`src/rtl/fbd_pkg.sv`:
```
// Shared types and constants for the mono framebuffer draw engine.
// No dependencies; imported by every module of the block.
`default_nettype none

package fbd_pkg;

    localparam int STORE_BYTES = 16384;
    localparam int ADDR_BITS   = $clog2(STORE_BYTES);
    localparam int COORD_BITS  = 11;
    localparam int PITCH_BITS  = 12;
    localparam int PITCH_RESET = 40;
    // Linear byte address: y*pitch + x/8 plus a bar run of up to 2^COORD_BITS - 1 lines.
    localparam int LIN_BITS    = COORD_BITS + PITCH_BITS + 2;
    localparam int PADDR_BITS  = 3;
    localparam int OPQ_DEPTH   = 2;

    localparam logic [1:0] KIND_SET  = 2'd0;
    localparam logic [1:0] KIND_READ = 2'd1;
    localparam logic [1:0] KIND_SPAN = 2'd2;
    localparam logic [1:0] KIND_BAR  = 2'd3;

    localparam logic [7:0] MASK_LEFT  = 8'h80;
    localparam logic [7:0] MASK_ALL   = 8'hFF;
    localparam logic [2:0] BIT_LAST   = 3'd7;

    typedef logic [1:0]            t_kind;
    typedef logic [COORD_BITS-1:0] t_coord;
    typedef logic [PITCH_BITS-1:0] t_pitch;
    typedef logic [LIN_BITS-1:0]   t_lin;

    // One decoded command: a run of byte read-modify-writes, or a masked byte read.
    typedef struct packed {
        t_lin       base;
        t_pitch     step;
        t_coord     count;
        logic [7:0] mid_mask;
        logic [7:0] first_mask;
        logic [7:0] last_mask;
        logic       fill;
        logic       is_read;
    } t_op;

    typedef struct packed {
        logic read_pixel;
        logic out_of_range;
    } t_result;

endpackage

`default_nettype wire

```
`src/rtl/fbd_front.sv`:
```
// Command front end: registers one command, forms its start address and masks.
// Depends on fbd_pkg.
`default_nettype none

module fbd_front (
    input  wire                  i_clk,
    input  wire                  i_rst_n,
    input  wire                  i_hold,
    input  wire                  i_push,
    input  wire fbd_pkg::t_kind  i_kind,
    input  wire fbd_pkg::t_coord i_x_pos,
    input  wire fbd_pkg::t_coord i_y_pos,
    input  wire fbd_pkg::t_coord i_length,
    input  wire                  i_color,
    input  wire fbd_pkg::t_pitch i_pitch,
    output logic                 o_full,
    output logic                 o_op_valid,
    output fbd_pkg::t_op         o_op,
    input  wire                  i_op_full
);
    import fbd_pkg::*;

    logic       r_valid;
    t_kind      r_kind;
    t_coord     r_x;
    t_coord     r_y;
    t_coord     r_len;
    logic       r_color;
    t_pitch     r_pitch;

    logic                             w_accept;
    logic [COORD_BITS+PITCH_BITS-1:0] w_prod;
    logic [COORD_BITS:0]              w_last_px;
    logic [COORD_BITS-3:0]            w_span_bytes;
    logic [2:0]                       w_bit;
    logic [7:0]                       w_pmask;

    assign o_full   = i_hold || (r_valid && i_op_full);
    assign w_accept = i_push && !o_full;

    always_ff @(posedge i_clk) begin
        if (!i_rst_n) begin
            r_valid <= 1'b0;
        end else if (w_accept) begin
            r_valid <= 1'b1;
        end else if (!i_op_full) begin
            r_valid <= 1'b0;
        end
    end

    always_ff @(posedge i_clk) begin
        if (w_accept) begin
            r_kind  <= i_kind;
            r_x     <= i_x_pos;
            r_y     <= i_y_pos;
            r_len   <= i_length;
            r_color <= i_color;
            r_pitch <= i_pitch;
        end
    end

    assign w_prod       = (COORD_BITS+PITCH_BITS)'(r_y) * (COORD_BITS+PITCH_BITS)'(r_pitch);
    assign w_bit        = r_x[2:0];
    assign w_pmask      = MASK_LEFT >> w_bit;
    assign w_last_px    = {1'b0, r_x} + {1'b0, r_len} - (COORD_BITS+1)'(1);
    assign w_span_bytes = w_last_px[COORD_BITS:3] - {1'b0, r_x[COORD_BITS-1:3]}
                          + (COORD_BITS-2)'(1);

    always_comb begin
        o_op_valid       = r_valid;
        o_op.base        = LIN_BITS'(w_prod) + LIN_BITS'(r_x[COORD_BITS-1:3]);
        o_op.step        = r_pitch;
        o_op.count       = COORD_BITS'(1);
        o_op.mid_mask    = w_pmask;
        o_op.first_mask  = w_pmask;
        o_op.last_mask   = w_pmask;
        o_op.fill        = r_color;
        o_op.is_read     = 1'b0;
        case (r_kind)
            KIND_SET: begin
            end
            KIND_READ: begin
                o_op.is_read = 1'b1;
            end
            KIND_SPAN: begin
                o_op.step       = PITCH_BITS'(1);
                o_op.count      = (r_len == '0) ? '0 : COORD_BITS'(w_span_bytes);
                o_op.mid_mask   = MASK_ALL;
                o_op.first_mask = MASK_ALL >> w_bit;
                o_op.last_mask  = MASK_ALL << (BIT_LAST - w_last_px[2:0]);
            end
            KIND_BAR: begin
                o_op.count = r_len;
            end
            default: begin
            end
        endcase
    end

endmodule

`default_nettype wire

```
`config.mk`:
```
export PLATFORM = sky130hd
export DESIGN_NAME = fbd_front
export DESIGN_NICKNAME = d
export VERILOG_FILES = /design/src/rtl/fbd_pkg.sv /design/src/rtl/fbd_front.sv
export SDC_FILE = /design/constraint.sdc
export NUM_CORES = 1
export LEC_CHECK = 0
export BUFFER_PORTS_ARGS = -buffer_cell sky130_fd_sc_hd__buf_4
export CAP_MARGIN = 30
export CORE_MARGIN = 3
export CORE_UTILIZATION = 45
export CTS_CLUSTER_DIAMETER = 50
export DETAILED_ROUTE_END_ITERATION = 7
export HOLD_SLACK_MARGIN = 0.05
export MAX_ROUTING_LAYER = met4
export PLACE_DENSITY = 0.66
export SETUP_SLACK_MARGIN = 0.15
export SKIP_CTS_REPAIR_TIMING = 1
export SYNTH_ARGS = -nofsm -noshare
export SYNTH_HDL_FRONTEND = slang
export SYNTH_SLANG_ARGS = --single-unit
```
`constraint.sdc`:
```
create_clock -name i_clk -period 7.2 [get_ports i_clk]
set_input_delay 1.44 -clock i_clk [delete_from_list [all_inputs] [get_ports i_clk]]
set_output_delay 1.44 -clock i_clk [all_outputs]
set_load 0.01 [all_outputs]
```
==> impl_metrics.json <==
{
  "status": "finished clean",
  "root_buffer": "clkbuf_16",
  "final_cell_count_no_fill": 1216,
  "r2r_slack_ps": 5510,
  "fin_crit_ps": 6940,
  "slew-limit-headroom": 0.373,
  "crit_arrival_ps": 5500,
  "ys_types": 51,
  "numCtsBuffers": 5,
  "drc": 0,
  "min_to": "o_op_valid",
  "critPathLaunch": "r_y[7]",
  "crit_family": "adder cells",
  "wire_per_inst_um": 15.1,
  "vias": 6065,
  "place_area_mm2": 0.00892,
  "rows": 47,
  "syn_to_final_growth_pct": 22.5,
  "cts_sinks": 49,
  "htreeDepth": 2,
  "synthFlopType": "edfxtp_1",
  "ys_seq_elements": 49,
  "avgSynthCellArea_um2": 9.20,
  "switching_power_mw": 1.25,
  "hold_viol_final": 0,
  "synth-edff-count": 48,
  "end_kind": "primary output",
  "netlist_instances": 844,
  "multi_input_area_mm2": 0.00557,
  "worstPathRequired_ps": 5760,
  "fmax_mhz": 144,
  "start_kind": "flip-flop",
  "final_area_mm2": 0.00951,
  "finalSetupViolCount": 0,
  "place.gp.congestion": 0.870,
  "intPower_mw": 1.62,
  "die_h_um": 137,
  "ant_nets": 0,
  "dp_hpwl_mm": 15.0,
  "grt_max_degree": 44,
  "layout_setup_ws_ps": 264,
  "dr.pass1.iters": 5,
  "powerDensity_mw_per_mm2": 302,
  "yosysTopAreaCell": "fa_1",
  "clkSlewWorstSetupHoldPaths_ps": 70,
  "rsz0062_at_grt": "true",
  "antenna_found_initial": 0,
  "syn_nets": 1101,
  "grt_pass1_wl_mm": 29.0,
  "clock_path_buffers": 2,
  "synth_top_area_share": 0.258,
  "drt_iter0_drc": 261,
  "register_area_mm2": 0.00146,
  "place_ws_ps": 326,
  "globalRoute.totalOverflow": 0,
  "crit_fanout": 5,
  "ys_seq_area_frac": 0.188,
  "crit_path_top_delay_cell": "fa_1",
  "totalWireLength_mm": 18.4,
  "drv_slew": 0,
  "vdd_drop_max_uv": 315,
  "maxCapViolCount": 0,
  "core_mm2": 0.0168,
  "port_buffers": 127,
  "async_reset_ff_frac": 0,
  "synth_top_cells_by_area": "fa_1 26%, edfxtp_1 19%, ha_1 17%",
  "fin_crit_sh": 0.963,
  "finalClockSkew_ps": 5.09,
  "pin_count": 129,
  "ys_warn_count": 0,
  "worst-path-stages": 17,
  "fillers": 1517,
  "pwr-share-comb": 0.796,
  "start_util": 0.463,
  "cts_tree": "yes",
  "min_path_type": "reg -> reg",
  "grt_pass1_vias": 5922,
  "grt.total_usage": 0.201,
  "swShare": 0.435,
  "p_leak_nw": 4.89,
  "clk_latency_ps": 290,
  "die_area_mm2": 0.0189,
  "dp_cells": 1166,
  "hp-start": "o_op_valid",
  "worstSetupPathType": "reg -> out",
  "dieWidth_um": 137,
  "mappedNetlistArea_mm2": 0.00776,
  "crit_top_cell": "fa_1",
  "path_buf_inv": 4,
  "power_frac_seq": 0.120,
  "pwr-share-clk": 0.084,
  "reg2reg_depth": 3,
  "crit_chain": "buf_4 > and2_4 > fa_1 > fa_1 > fa_1 > fa_1 > inv_2 > fa_1 > inv_2 > ha_4 > a211oi_4 > nor2b_4 > o41a_1 > a311o_2 > a221oi_2 > xor2_1 > buf_4",
  "worstMarginPinSlew_ps": 941,
  "drive_above_1_share": 0.218,
  "avgViaCountPerCell": 4.99,
  "nets": 1252,
  "num_antenna_cells": 0,
  "r2r-end": "r_x[4]",
  "power.total_mw": 2.88,
  "holdPathStages": 2,
  "timing.rr.start": "o_op_valid",
  "critical-path-max-stage-delay_ps": 550
}
## synth_stat cells (6+ instances only)
| library cell | n |
|---|---|
| inv_1 | 183 |
| o21a_1 | 6 |
| nand3_1 | 11 |
| clkbuf_1 | 30 |
| a21o_1 | 13 |
| nand2_1 | 92 |
| fa_1 | 100 |
| o21ai_0 | 20 |
| nor2_1 | 22 |
| and2_1 | 74 |
| xor2_1 | 13 |
| a22o_1 | 7 |
| ha_1 | 104 |
| a21oi_1 | 33 |
| edfxtp_1 | 48 |
| xnor2_1 | 16 |
| nor2b_1 | 11 |
## tightest hold or removal path, delay by kind of cell, from the launching register on
kind            cells  cell delay [ps]
compound gates      1              120
simple gates        1               50
flops               1              330
## logic make-up (layout without fill, tap and decap cells)
logic type / count (synthesis) / in the layout / synth area share
compound gates: 108 / 108 / 0.0930
xor+xnor: 29 / 29 / 0.0327
fa+ha+maj: 204 / 204 / 0.426
buf+inv: 219 / 371 / 0.108
flops: 49 / 49 / 0.188
mux: 1 / 1 / 0.00129
other cells: 1 / 1 / 0.000483
simple gates: 233 / 233 / 0.150
## flip-flops by register name, summed over array words and instances, names as in the netlist
name / flops
r_pitch: 12
r_len: 11
r_x: 11
r_y: 11
r_kind: 2
o_op_valid: 1
r_color: 1
## cells in the final DEF (no fill, tap or decap), drive strengths merged, types with 11 or more instances in the layout
cell type and n:
ha 104, nand3 11, xor2 13, nor2 22
inv 183, a21o 15, fa 100, o21ai 20
nand2 92, xnor2 16, nor2b 12, and2 74
edfxtp 48, a21oi 33, buf 179
## through the flow
step | hold slack, ps | TNS (ps) | util
2_1_floorplan | 547 | 0 | -
3_5_place_dp | 530 | 0 | 0.532
6_report | 541 | 0 | 0.568
3_3_place_gp | 525 | 0 | 0.532
4_1_cts | 545 | -6.50 | 0.541
5_1_grt | 576 | 0 | 0.568
## how the worst max path moves through the flow
stage          endpoint  slack [ps]
4_1_cts        o_op[71]          -6
6_report       o_op[71]         260
5_1_grt        o_op[71]          80
2_1_floorplan  o_op[71]         550
3_5_place_dp   o_op[71]         330
3_3_place_gp   o_op[71]         370
## power by group through the flow
stage          registers [mW]  clock network [mW]  logic [mW]
2_1_floorplan           0.340                   0        1.39
3_3_place_gp            0.355                   0        2.02
3_5_place_dp            0.355                   0        2.04
4_1_cts                 0.349               0.251        2.05
5_1_grt                 0.345               0.260        2.58
6_report                0.344               0.243        2.29
## layout make-up
cell class | instances | share of cell area
clock buffers | 8 | 0.0154
inverters | 183 | 0.0722
multi-input cells | 576 | 0.585
flip-flops and latches | 49 | 0.154
well taps | 220 | 0.0289
repair buffers | 180 | 0.145
## routing by layer
metal  share of wire  global-route usage  up-vias
li1                -                   -     2956
met1            0.44               0.275     2897
met2            0.47               0.320      191
met3           0.071              0.0332       21
met4           0.016              0.0355        0
met5               0                   -        -
Note: power is estimated with default switching activity, not from simulation.
