$ cat config.mk
export PLATFORM = sky130hd
export DESIGN_NAME = fbd_op_queue
export DESIGN_NICKNAME = d
export VERILOG_FILES = /design/src/rtl/fbd_pkg.sv /design/src/rtl/fbd_op_queue.sv
export SDC_FILE = /design/constraint.sdc
export NUM_CORES = 1
export LEC_CHECK = 0
export BUFFER_PORTS_ARGS = -buffer_cell sky130_fd_sc_hd__buf_4
export CAP_MARGIN = 40
export CORE_ASPECT_RATIO = 2
export CORE_MARGIN = 8
export CORE_UTILIZATION = 54
export CTS_BUF_LIST = sky130_fd_sc_hd__clkbuf_8
export DETAILED_ROUTE_END_ITERATION = 10
export PLACE_DENSITY = 0.85
export SLEW_MARGIN = 25
export SYNTH_ARGS = -nofsm -noshare
export SYNTH_HDL_FRONTEND = slang
export SYNTH_SLANG_ARGS = --single-unit
export TNS_END_PERCENT = 100
$ cat constraint.sdc
create_clock -name i_clk -period 4.9 [get_ports i_clk]
set_input_delay 0.735 -clock i_clk [delete_from_list [all_inputs] [get_ports i_clk]]
set_output_delay 0.735 -clock i_clk [all_outputs]
set_load 0.005 [all_outputs]
$ cat src/rtl/fbd_pkg.sv
// Shared types and constants for the mono framebuffer draw engine.
// No dependencies; imported by every module of the block.
`default_nettype none

package fbd_pkg;

    localparam int STORE_BYTES = 16384;
    localparam int ADDR_BITS   = $clog2(STORE_BYTES);
    localparam int COORD_BITS  = 11;
    localparam int PITCH_BITS  = 12;
    localparam int PITCH_RESET = 40;
    // Linear byte address: y*pitch + x/8 plus a bar run of up to 2^COORD_BITS - 1 lines.
    localparam int LIN_BITS    = COORD_BITS + PITCH_BITS + 2;
    localparam int PADDR_BITS  = 3;
    localparam int OPQ_DEPTH   = 2;

    localparam logic [1:0] KIND_SET  = 2'd0;
    localparam logic [1:0] KIND_READ = 2'd1;
    localparam logic [1:0] KIND_SPAN = 2'd2;
    localparam logic [1:0] KIND_BAR  = 2'd3;

    localparam logic [7:0] MASK_LEFT  = 8'h80;
    localparam logic [7:0] MASK_ALL   = 8'hFF;
    localparam logic [2:0] BIT_LAST   = 3'd7;

    typedef logic [1:0]            t_kind;
    typedef logic [COORD_BITS-1:0] t_coord;
    typedef logic [PITCH_BITS-1:0] t_pitch;
    typedef logic [LIN_BITS-1:0]   t_lin;

    // One decoded command: a run of byte read-modify-writes, or a masked byte read.
    typedef struct packed {
        t_lin       base;
        t_pitch     step;
        t_coord     count;
        logic [7:0] mid_mask;
        logic [7:0] first_mask;
        logic [7:0] last_mask;
        logic       fill;
        logic       is_read;
    } t_op;

    typedef struct packed {
        logic read_pixel;
        logic out_of_range;
    } t_result;

endpackage

`default_nettype wire

$ cat src/rtl/fbd_op_queue.sv
// Short queue of decoded commands between the front end and the byte engine.
// Depends on fbd_pkg.
`default_nettype none

module fbd_op_queue (
    input  wire            i_clk,
    input  wire            i_rst_n,
    input  wire            i_push,
    input  wire fbd_pkg::t_op i_op,
    output logic           o_full,
    input  wire            i_pop,
    output logic           o_empty,
    output fbd_pkg::t_op   o_op
);
    import fbd_pkg::*;

    localparam int PTR_BITS = $clog2(OPQ_DEPTH);

    t_op                 r_slot [OPQ_DEPTH];
    logic [PTR_BITS-1:0] r_wr;
    logic [PTR_BITS-1:0] r_rd;
    logic [PTR_BITS:0]   r_count;

    logic w_push;
    logic w_pop;

    assign o_full  = (r_count == (PTR_BITS+1)'(OPQ_DEPTH));
    assign o_empty = (r_count == '0);
    assign o_op    = r_slot[r_rd];
    assign w_push  = i_push && !o_full;
    assign w_pop   = i_pop && !o_empty;

    always_ff @(posedge i_clk) begin
        if (!i_rst_n) begin
            r_wr    <= '0;
            r_rd    <= '0;
            r_count <= '0;
        end else begin
            if (w_push) begin
                r_wr <= (r_wr == PTR_BITS'(OPQ_DEPTH-1)) ? '0 : r_wr + PTR_BITS'(1);
            end
            if (w_pop) begin
                r_rd <= (r_rd == PTR_BITS'(OPQ_DEPTH-1)) ? '0 : r_rd + PTR_BITS'(1);
            end
            if (w_push && !w_pop) begin
                r_count <= r_count + (PTR_BITS+1)'(1);
            end else if (w_pop && !w_push) begin
                r_count <= r_count - (PTR_BITS+1)'(1);
            end
        end
    end

    always_ff @(posedge i_clk) begin
        if (w_push) begin
            r_slot[r_wr] <= i_op;
        end
    end

endmodule

`default_nettype wire

==> results.md, run 1 <==
- Synthesis produced a netlist with a net count of about 330.
- The DRC marker count from the first detailed-route iteration is 142.
- STA classifies the critical path endpoint as an output pin.
- After Yosys synthesis, XOR and XNOR cells account for 0.472% of the synthesized area.
- The count of hold-fix buffers inserted at cts is 0.
- Of the cells placed in the final design, the portion with a size suffix greater than 1 is 60.7%.
- Measured in cells, the most critical reg-to-reg path has a length of 3.
- For this block, the routed nets add up to 11,800 um of wire.
- The post-synthesis share of cell area spent on and, or, nand and nor gates is less than 1%.
- The deepest level of the CTS H-tree is 4.
- The critical path is of the flip-flop to output pin type.
- The via count of the first global-routing pass came to 3,425.
- The largest family of logic cells by synthesized area is multiplexers.
- In the finished design, the share of the clock period the worst path needs comes to 52.6%.
- Across the VDD grid, the largest voltage drop is 0.000412 V.
- Sorting the synthesized cells by area gives the leading types as sky130_fd_sc_hd__edfxtp_1 80%, sky130_fd_sc_hd__mux2_2 15%, sky130_fd_sc_hd__dfxtp_1 1.8%.
- The number of buffers added for setup after CTS is 0.
- The number of nets in the finished design is 502.
- For this run, design rule violations remaining after detail routing come to 0.
- The largest area contributor in the netlist is sky130_fd_sc_hd__edfxtp_1.
- The source of the worst register-to-register timing path is r_count[0].
- The CTS buffer count is 17.
- On the final layout, the worst clock skew is roughly 0.012 ns.
- The count of cells in the finished layout, fillers not included, comes to 570.
- A synthesized cell averages 21.8 um^2.
- In this run the power density over the cells is 497 nW/um^2.
- After filler insertion, the fill cell instance count of the layout stands at around 650.
- Counting tap cells, the placed design contains a total of 539 instances.
- For the worst setup path, the data arrival time is 1.84 ns.
- Setup slack on the worst reg-to-reg path comes out at 3.12 ns.
- After floorplanning, the core was divided into 52 placement rows.
- The wire length of the first global-routing pass is 17,600 um.
- The final hold violation count is 0.
- 0 antenna diodes ended up in the layout.
- In this run the worst path has a maximum fanout of 54.
- Of the post-synthesis cell area, the part taken by muxes is 15.0%.
- Setup repair after global routing left no endpoint under its margin.
- Setup violations remaining at the end of the flow were counted as 0.
- The synthesized netlist devotes 0.584% of its cell area to compound gates.
- The clock net sink count is 153.
- The primary flip-flop cell chosen by synthesis mapping is sky130_fd_sc_hd__edfxtp_1.
- The TritonCTS clock tree is done.
- In this run the cell area of the synthesized design comes to 5570 um^2.
- The via count is roughly 2,900.
- The final period demand of the worst path is 2.58 ns.
- The worst setup path is launched from a flip-flop.
- Summed over all cells, the static leakage comes to 2.73 nW.
- The number of nets still failing antenna checks after routing is 0.
- The number of input and output port buffers inserted is 153.
- The initial antenna violation count was 0.
- The number of max-cap violations is 0.
- The flow ran to the end, and the final reports show no timing, DRC or antenna violations.
- Clock latency on the worst-skew pair, taken at its later pin, is about 0.43 ns.
- Entering global routing, the biggest net connects 55 pins.
- The congestion estimate from routability-driven global placement came to 0.722.
- The worst pin sits at a relative slew slack of 55.2%.
- The clock root buffer is sky130_fd_sc_hd__clkbuf_8.
- The last element of the critical path is o_op[64].
- The highest clock rate is 0.388 GHz.
- Clock-pin slew was measured on the worst setup and hold paths at 0.08 ns.
- The instance count of the mapped netlist is around 260.
- For the pin with the worst max-slew slack, the measured transition is 0.671 ns.
- The count of state elements after synthesis is 153.
- The number of enable-type register cells in the synthesized netlist is 148.
- The portion of the post-synthesis area used by sequential elements is between 80% and 90%.
- The effective utilization at floorplan is around 55%.
- The die covers 14,000 um^2.
- After detailed routing, the number of vias per cell comes to ~5.1.
- Dividing the detail-routed wire length by the instance count gives 20.8 um.
- During synthesis, Yosys emitted a total of 0 warnings.
- The I/O pin count is around 150.
- The maximum clock insertion buffer count is 2.
- The total global-route track usage is roughly 18%.
- Summed over all nets, the half-perimeter wirelength after detailed placement is 8400 um.
- The max-slew violation count came to 0.
- The area of the core is 10,100 um^2.
- The die boundary height is 160 um.
- The width of the chip is approximately 90 um.
- The fraction of synthesis flops using an asynchronous set or reset pin is 0%.
- The growth of design area from synthesis to finish is 31.6%.
- Summed over all failing endpoints, the final setup total negative slack is 0 ns.
- In this run the critical register-to-register path is captured at r_slot[1][40].
- Once the clock tree was built, the resizer swapped 0 gates to a different size.
- The pre-antenna-repair detailed-routing pass consisted of 4 iterations.
- The residual overflow from global routing is 0.
- The worst endpoint required time is 4.16 ns.
- After Yosys synthesis, full adders, half adders and majority gates account for 0.225% of the synthesized area.
- The classification of the worst-slack hold path is input pin to flip-flop.
- The top cell type by area accounts for roughly four fifths of the synthesized area.
- After synthesis, the netlist uses 21 different library cells.
[flip-flops by register name, indices dropped and copies added (netlist names), named ones only]
name     flops
r_rd         1
r_count      2
r_slot     148
r_wr         1
[cell usage in the layout, fill, tap and decap left out, types with 2 or more instances in the layout]
cell | netlist | layout
sky130_fd_sc_hd__clkinv_4 | 0 | 2
sky130_fd_sc_hd__inv_1 | 1 | 2
sky130_fd_sc_hd__xnor2_1 | 2 | 2
sky130_fd_sc_hd__and2_1 | 3 | 3
sky130_fd_sc_hd__bufinv_16 | 0 | 4
sky130_fd_sc_hd__nor2_1 | 2 | 2
sky130_fd_sc_hd__clkbuf_8 | 0 | 17
sky130_fd_sc_hd__mux2_2 | 74 | 74
sky130_fd_sc_hd__clkinvlp_4 | 0 | 3
sky130_fd_sc_hd__edfxtp_1 | 148 | 148
sky130_fd_sc_hd__clkinv_2 | 0 | 3
sky130_fd_sc_hd__buf_4 | 6 | 155
sky130_fd_sc_hd__dfxtp_1 | 5 | 4
[per-stage QoR]
step                util (%)  setup WS, ns  hold slack [ns]  cell area (um^2)  power [W]
CTS                     72.6          2.27            0.446              7320    0.00369
global placement        68.0          2.58            0.496              6860    0.00264
finish                  72.6          2.32            0.484              7320    0.00364
floorplan                  -         0.703            0.483              5570    0.00221
global route            72.6          2.20            0.441              7320    0.00379
detailed placement      68.5          2.76            0.530              6910    0.00270
[power breakdown]
part	leakage, nW	total, W	switching (W)	internal (W)
combinational	1.10	0.000939	0.000402	0.000537
clock	0.206	0.000982	0.000436	0.000546
sequential	1.42	0.00172	0.0000747	0.00165
[cell families (layout without fill, tap and decap cells)]
| group | Yosys count | in the layout |
|---|---|---|
| buf+inv | 10 | 190 |
| fa+ha+maj | 1 | 1 |
| compound gates | 5 | 5 |
| xor+xnor | 3 | 3 |
| mux | 74 | 74 |
| simple gates | 9 | 9 |
| flops | 153 | 153 |
[per-layer routing]
metal,wire (um),part of all wire [%],vias to the layer above,GRT usage [%]
li1,-,-,1339,-
met1,3540,30,1421,14.6
met2,6870,58,114,31.7
met3,843,7.1,35,7.19
met4,588,5.0,0,12.5
met5,0,0,-,0
[worst max-delay path, cell delays in order, from the launching register on]
cell and delay, ns:
sky130_fd_sc_hd__dfxtp_4 0.55, sky130_fd_sc_hd__buf_16 0.30, sky130_fd_sc_hd__mux2_2 0.39, sky130_fd_sc_hd__buf_4 0.14
[synth_stat cells, types with 2 or more instances]
cell type and instances:
sky130_fd_sc_hd__edfxtp_1 148, sky130_fd_sc_hd__and2_1 3, sky130_fd_sc_hd__nor2_1 2, sky130_fd_sc_hd__buf_2 2
sky130_fd_sc_hd__buf_4 6, sky130_fd_sc_hd__xnor2_1 2, sky130_fd_sc_hd__mux2_2 74, sky130_fd_sc_hd__dfxtp_1 5
[how the worst min path moves through the flow]
stage                    start            end  slack, ns  cells past startpoint
global placement    r_count[1]     r_count[1]       0.50                      2
CTS                   i_op[68]  r_slot[1][68]       0.45                      1
detailed placement  r_count[1]     r_count[1]       0.53                      2
finish                i_op[15]  r_slot[0][15]       0.48                      1
floorplan           r_count[1]     r_count[1]       0.48                      2
global route          i_op[66]  r_slot[0][66]       0.44                      1
[final cells by class]
| type | count | area, um^2 | area share (%) |
|---|---|---|---|
| clock buffer | 17 | 234 | 3.19 |
| clock inverter | 14 | 183 | 2.49 |
| inverter | 2 | 7.51 | 0.103 |
| multi-input combinational | 92 | 971 | 13.3 |
| sequential | 153 | 4550 | 62.1 |
| tap | 135 | 169 | 2.31 |
| timing repair buffer | 157 | 1210 | 16.5 |
No activity file was read; power rests on OpenSTA's default activity.
==> run 2: changes to the inputs <==
==> constraint.sdc (replaced) <==
create_clock -name i_clk -period 2.4 [get_ports i_clk]
set_input_delay 0.36 -clock i_clk [delete_from_list [all_inputs] [get_ports i_clk]]
set_output_delay 0.36 -clock i_clk [all_outputs]
set_load 0.005 [all_outputs]
==> results.md, run 2 (synthesis results as in run 1) <==
- The width of the chip is 87.8 um.
- From synthesis to final layout, the design area changed by 31.8%.
- The die boundary height is approximately 160 um.
- In the layout the commonest cells are 154 x sky130_fd_sc_hd__buf_4, 148 x sky130_fd_sc_hd__edfxtp_1, 74 x sky130_fd_sc_hd__mux2_2, 17 x sky130_fd_sc_hd__clkbuf_8, 4 x sky130_fd_sc_hd__clkinv_4.
- The layout has about 630 filler cells.
- The number of nets in the finished design is 502.
- Port buffering added around 150 buffers.
- The via count is 2,883.
- The placed cell area is 6920 um^2.
- At the pin with the least slew margin, the transition time is 0.437 ns.
- The minimum setup slack after placement is 0.670 ns.
- In the final routed layout, each cell accounts on average for approximately 21 um.
- Entering global routing, the biggest net connects 75 pins.
- The register clock-pin slew on the reported worst setup and hold paths is about 0.09 ns.
- The initial antenna violation count is 0.
- The smallest setup slack after layout is around 0.23 ns.
- The die footprint is 14,000 um^2.
- The post-DP HPWL is 8520 um.
- The min-delay analysis places its worst path in the category input pin to flip-flop.
- The number of antenna diodes in the final layout is 0.
- The TritonCTS clock tree is done.
- The post-cts repair resize count is 0.
- Setup violations remaining at the end of the flow were counted as 0.
- The startpoint class of the critical path is a flip-flop.
- The H-tree was split into 4 levels.
- The worst path arrival time is approximately 1.8 ns.
- For the worst-skew pair, the clock arrives at the later sink with an insertion delay of 0.42 ns.
- Based on the critical path, the design can be clocked at up to 0.462 GHz.
- The endpoint kind of the worst setup timing path is an output pin.
- Max-cap violations in this run came to 0.
- The row count is 52.
- The via count of the first global-routing pass was between 3,000 and 4,000.
- Of the cells placed in the final design, the portion with a size suffix greater than 1 is 61.2%.
- The final hold violation count is 0.
- The I/O pin count is 154.
- The DRC marker count from the first detailed-route iteration is about 120.
- The aggregate negative setup slack is 0 ns.
- At the worst endpoint, the required time is 2.04 ns.
- The largest registers in the layout are r_slot x148, r_count x2.
- For this block, the routed nets add up to 11,900 um of wire.
- The run finished with clean final reports.
- Final hold analysis gives a worst-case slack of 0.114 ns.
- The first global-routing pass estimated 17,300 um of wire.
- The number of iterations in the first detailed-routing pass is 4.
- Global routing finished with a remaining overflow of 0.
- Power spread over the standard cell area amounts to 1010 nW/um^2.
- The number of nets still failing antenna checks after routing is 0.
- The routability congestion estimate from global placement is ~0.81.
- The max-slew violation count was 0.
- After routing the design area is between 7000 and 8000 um^2.
- The total area inside the core boundary comes to 10,100 um^2.
- Of all nets on the critical path, the largest fanout is 21.
- The maximum clock insertion buffer count is 2.
- The number of hold buffers added after CTS was 0.
- Across the routed clock network, the largest skew measured is 0.00907 ns.
- IR analysis of the VDD net gives a maximum drop of between 0.0008 and 0.0009 V.
- After layout, the worst path uses 90.2% of the clock period.
- The most common library cell in the layout ignoring fill and taps is sky130_fd_sc_hd__buf_4.
- In this run, CTS created clock tree buffers numbering 17.
- The register with the most flip-flops in the layout has 148 of them.
- For this run, design rule violations remaining after detail routing come to 0.
- The routed design could run at a clock period as short as 2.17 ns.
- The analysis attributes to cell leakage a power of 2.72 nW.
- The most flop-heavy register is r_slot.
- After clock tree synthesis, the setup repair step added 0 buffers.
- The clock net sink count is 153.
- The clock root buffer is sky130_fd_sc_hd__clkbuf_8.
- The total global-route track usage is about 17%.
- The effective utilization at floorplan is 55.2%.
- Headroom to the max-slew limit came out at 70.8%.
- Setup repair after global routing left no endpoint under its margin.
- The via density per instance is 5.05.
- The critical path is of the flip-flop to output pin type.
==> run 2: cell types whose count changed in the layout (fill, tap and decap cells not counted), sizes merged <==
cell | previous run | this run
bufinv | 4 | 3
inv | 3 | 5
==> run 2: path summary, 6_finish.rpt <==
check	startpoint	end	slack (ns)	cells after the start
max	flip-flop	o_op[7]	0.23	3
min	i_op[40]	r_slot[1][40]	0.11	1
max reg2reg	r_count[0]	r_count[1]	0.80	6
min reg2reg	r_count[1]	r_count[1]	0.58	2
==> run 2: final cells by class <==
| class | instances | area (um^2) | share of cell area, % |
|---|---|---|---|
| Clock buffer | 17 | 234 | 3.19 |
| Clock inverter | 15 | 178 | 2.42 |
| Inverter | 2 | 10.0 | 0.136 |
| Multi-Input combinational cell | 92 | 978 | 13.3 |
| Sequential cell | 153 | 4550 | 62.0 |
| Tap cell | 135 | 169 | 2.30 |
| Timing Repair Buffer | 157 | 1220 | 16.6 |
==> run 2: critical path: stages (launching register included) <==
cell                      delay [ns]
sky130_fd_sc_hd__dfxtp_4        0.53
sky130_fd_sc_hd__buf_4          0.33
sky130_fd_sc_hd__mux2_2         0.38
sky130_fd_sc_hd__buf_4          0.14
==> run 2: power by group <==
| group | leakage [nW] | switching [W] | total (W) | internal (W) |
|---|---|---|---|---|
| Sequential | 1.42 | 0.000158 | 0.00352 | 0.00336 |
| Clock | 0.201 | 0.000917 | 0.00195 | 0.00103 |
| Combinational | 1.10 | 0.000811 | 0.00192 | 0.00111 |
==> run 2: per-layer routing <==
metal / vias to the layer above / wire, um / track usage, %
met5: - / 0 / 0
met4: 0 / 593 / 11.0
met3: 33 / 749 / 6.93
met2: 112 / 6950 / 32.1
met1: 1394 / 3600 / 14.1
li1: 1344 / - / -
==> run 2: stage by stage <==
stage               power, W  instances  utilization (%)
global placement     0.00545        539             68.6
finish               0.00739        571             72.7
floorplan            0.00451        255                -
global route         0.00772        571             72.7
detailed placement   0.00554        539             68.6
CTS                  0.00750        571             72.7
==> run 3: changes to the inputs <==
--- a/config.mk
+++ b/config.mk
@@ -13,6 +13,7 @@
 export CTS_BUF_LIST = sky130_fd_sc_hd__clkbuf_8
 export DETAILED_ROUTE_END_ITERATION = 10
 export PLACE_DENSITY = 0.85
+export SETUP_SLACK_MARGIN = 0.3
 export SLEW_MARGIN = 25
 export SYNTH_ARGS = -nofsm -noshare
 export SYNTH_HDL_FRONTEND = slang
==> results.md, run 3 (synthesis results as in run 1) <==
- The run finished with clean final reports.
- For this design, the slowest cell found on the critical path is sky130_fd_sc_hd__dfxtp_4.
- The final period demand of the worst path is 2.02 ns.
- The via count of the first global-routing pass is 3,293.
- Setup repair after global routing could not meet its margin everywhere.
- The area of the core is 10,100 um^2.
- The proportion of layout cells with a drive suffix above 1 is 61.4%.
- The worst-case reg-to-reg path depth is 4.
- STA puts the critical path data required time at 2.04 ns.
- The number of max-cap violations is 0.
- At the end of routability-driven placement, the weighted congestion stood at 0.812.
- The initial antenna violation count was 0.
- The max-slew violation count is 0.
- The total inserted antenna cells is 0.
- In the final routed layout, each cell accounts on average for 21.1 um.
- The deepest level of the CTS H-tree is 4.
- The worst path arrival time is about 1.7 ns.
- In this run the critical register-to-register path is captured at r_slot[0][64].
- Entering global routing, the biggest net connects 75 pins.
- The I/O pin count is 154.
- The clock tree skew after final layout is 0.00924 ns.
- In this design, the stage delay of the slowest critical-path cell is 0.49 ns.
- Setup slack on the worst reg-to-reg path comes out at 0.80 ns.
- In the global route stage, overall resource usage came out at 17.6%.
- The row count is 52.
- Of the available clock period, the critical path in the final layout requires 84.2%.
- In the final layout, the registers with the most flip-flops are r_slot x148, r_count x2.
- The worst hold path begins at i_op[40].
- The maximum vdd ir drop is 0.000895 V.
- The insertion delay to the later sink of the worst-skew pair is roughly 0.42 ns.
- The die footprint is roughly 14,000 um^2.
- The endpoint kind of the worst setup timing path is an output pin.
- The DRC violations left is 0.
- The tightest slew margin relative to the limit is 70.8%.
- The pre-antenna-repair detailed-routing pass consisted of 5 iterations.
- The growth of design area from synthesis to finish is 32.4%.
- The clock net sink count is 153.
- The register clock-pin slew on the reported worst setup and hold paths is approximately 0.090 ns.
- The wire length of the first global-routing pass is 17,500 um.
- The tightest hold path in the finished design has a slack of 0.114 ns.
- The residual overflow from global routing is 0.
- In the routed layout, each cell is associated on average with a via count of 5.06.
- The most flop-heavy register is r_slot.
- The largest fanout on the critical path is 19.
- In this run the clock root is driven by a sky130_fd_sc_hd__clkbuf_8.
- The die boundary height is 160 um.
- The TritonCTS clock tree is done.
- The worst setup path is of the flip-flop to output pin kind.
- The DRC marker count from the first detailed-route iteration is around 140.
- The power density of the placed cells is approximately 1000 nW/um^2.
- The CTS buffer count is 17.
- The cell area after layout is 7370 um^2.
- The worst hold path belongs to the class input pin to flip-flop.
- The flip-flop count of the largest register, all copies and words added is between 100 and 150.
- The final hold violation count was 0.
- Summing over every cut layer, the via total after detailed routing is slightly below 3,000.
- Traced cell by cell, the critical path runs through buf_6 > mux2_2 > buf_4.
- For this design, the CTS-stage hold fixing added 0 buffers.
- The leakage power is 2.74 nW.
- Buffers placed on the I/O ports in this run total 153.
- The overall power of the completed layout is about 0.0074 W.
- The library cell used most frequently in the layout, excluding fill and tap cells, is sky130_fd_sc_hd__buf_4.
- The library cells used most frequently in the layout, excluding fill and tap cells, are 154 x sky130_fd_sc_hd__buf_4, 148 x sky130_fd_sc_hd__edfxtp_1, 74 x sky130_fd_sc_hd__mux2_2, 17 x sky130_fd_sc_hd__clkbuf_8, 4 x sky130_fd_sc_hd__clkinv_4.
- The number of setup violations in the final report is 0.
- The initial utilization of the core area, before any placement, comes to 55.2%.
- The placed cell area is between 6000 and 7000 um^2.
- The total routed wirelength is 12,100 um.
- The slew at the pin with the worst max-slew slack is 0.438 ns.
- The startpoint identified for the worst register-to-register timing path is r_count[0].
- The startpoint class of the critical path is a flip-flop.
- The highest clock rate is 0.495 GHz.
- Along the worst hold path, the cell count comes to 1.
- After filler insertion, the fill cell instance count of the layout stands at 628.
- After the last flow step, the layout net total stands at 504.
- The width of the chip is 87.8 um.
- The clock passes through at most 2 buffers.
- The end point of the most critical hold path is r_slot[1][40].
- The post-DP HPWL is 8520 um.
- Once detail routing completed, the nets flagged for antenna violations numbered 0.
run 3: final cells by class:
class                      instances  area (um^2)  share of cell area [%]
sequential                       153         4550                    61.7
timing repair buffer             159         1250                    17.0
multi-input combinational         92          978                    13.3
clock buffer                      17          234                    3.17
clock inverter                    15          178                    2.41
tap                              135          169                    2.29
inverter                           2         10.0                   0.136
run 3: power by group:
| part | switching (W) | internal, W |
|---|---|---|
| sequential | 0.000146 | 0.00336 |
| clock | 0.000919 | 0.00103 |
| combinational | 0.000842 | 0.00115 |
| total | 0.00191 | 0.00554 |
run 3: routing by layer:
layer	routed length [um]	vias to the layer above	global-route usage, %
li1	-	1348	-
met1	3600	1401	14.2
met2	7150	117	32.4
met3	748	31	6.93
met4	563	0	11.0
met5	0	-	0
run 3: worst max-delay path by stage:
stage,end,cells past startpoint,startpoint,slack (ns)
6_report,o_op[7],3,flip-flop,0.38
5_1_grt,o_op[7],3,flip-flop,0.28
4_1_cts,o_op[46],3,flip-flop,0.29
3_5_place_dp,o_op[29],3,flip-flop,0.67
3_3_place_gp,o_op[46],3,flip-flop,0.71
2_1_floorplan,r_slot[0][0],3,r_count[0],-0.38
run 3: repair_timing:
item | CTS | global route
gates resized for setup | 1 | 0
cloned | 0 | 1
buffers inserted | 1 | 0
endpoints found under the setup margin | 55 | 34
run 3: critical path: cells and delay by family, from the launching register on:
family	cells	cell delay, ns
flip-flops	1	0.49
buffers and inverters	2	0.38
multiplexers	1	0.37
run 3: through the flow:
step	setup TNS [ns]	utilization, %	setup slack, ns	instances
2_1_floorplan	-28.25	-	-0.378	255
3_3_place_gp	0	68.6	0.711	539
3_5_place_dp	0	68.6	0.670	539
4_1_cts	0	72.8	0.293	572
5_1_grt	0	73.1	0.277	573
6_report	0	73.1	0.379	573
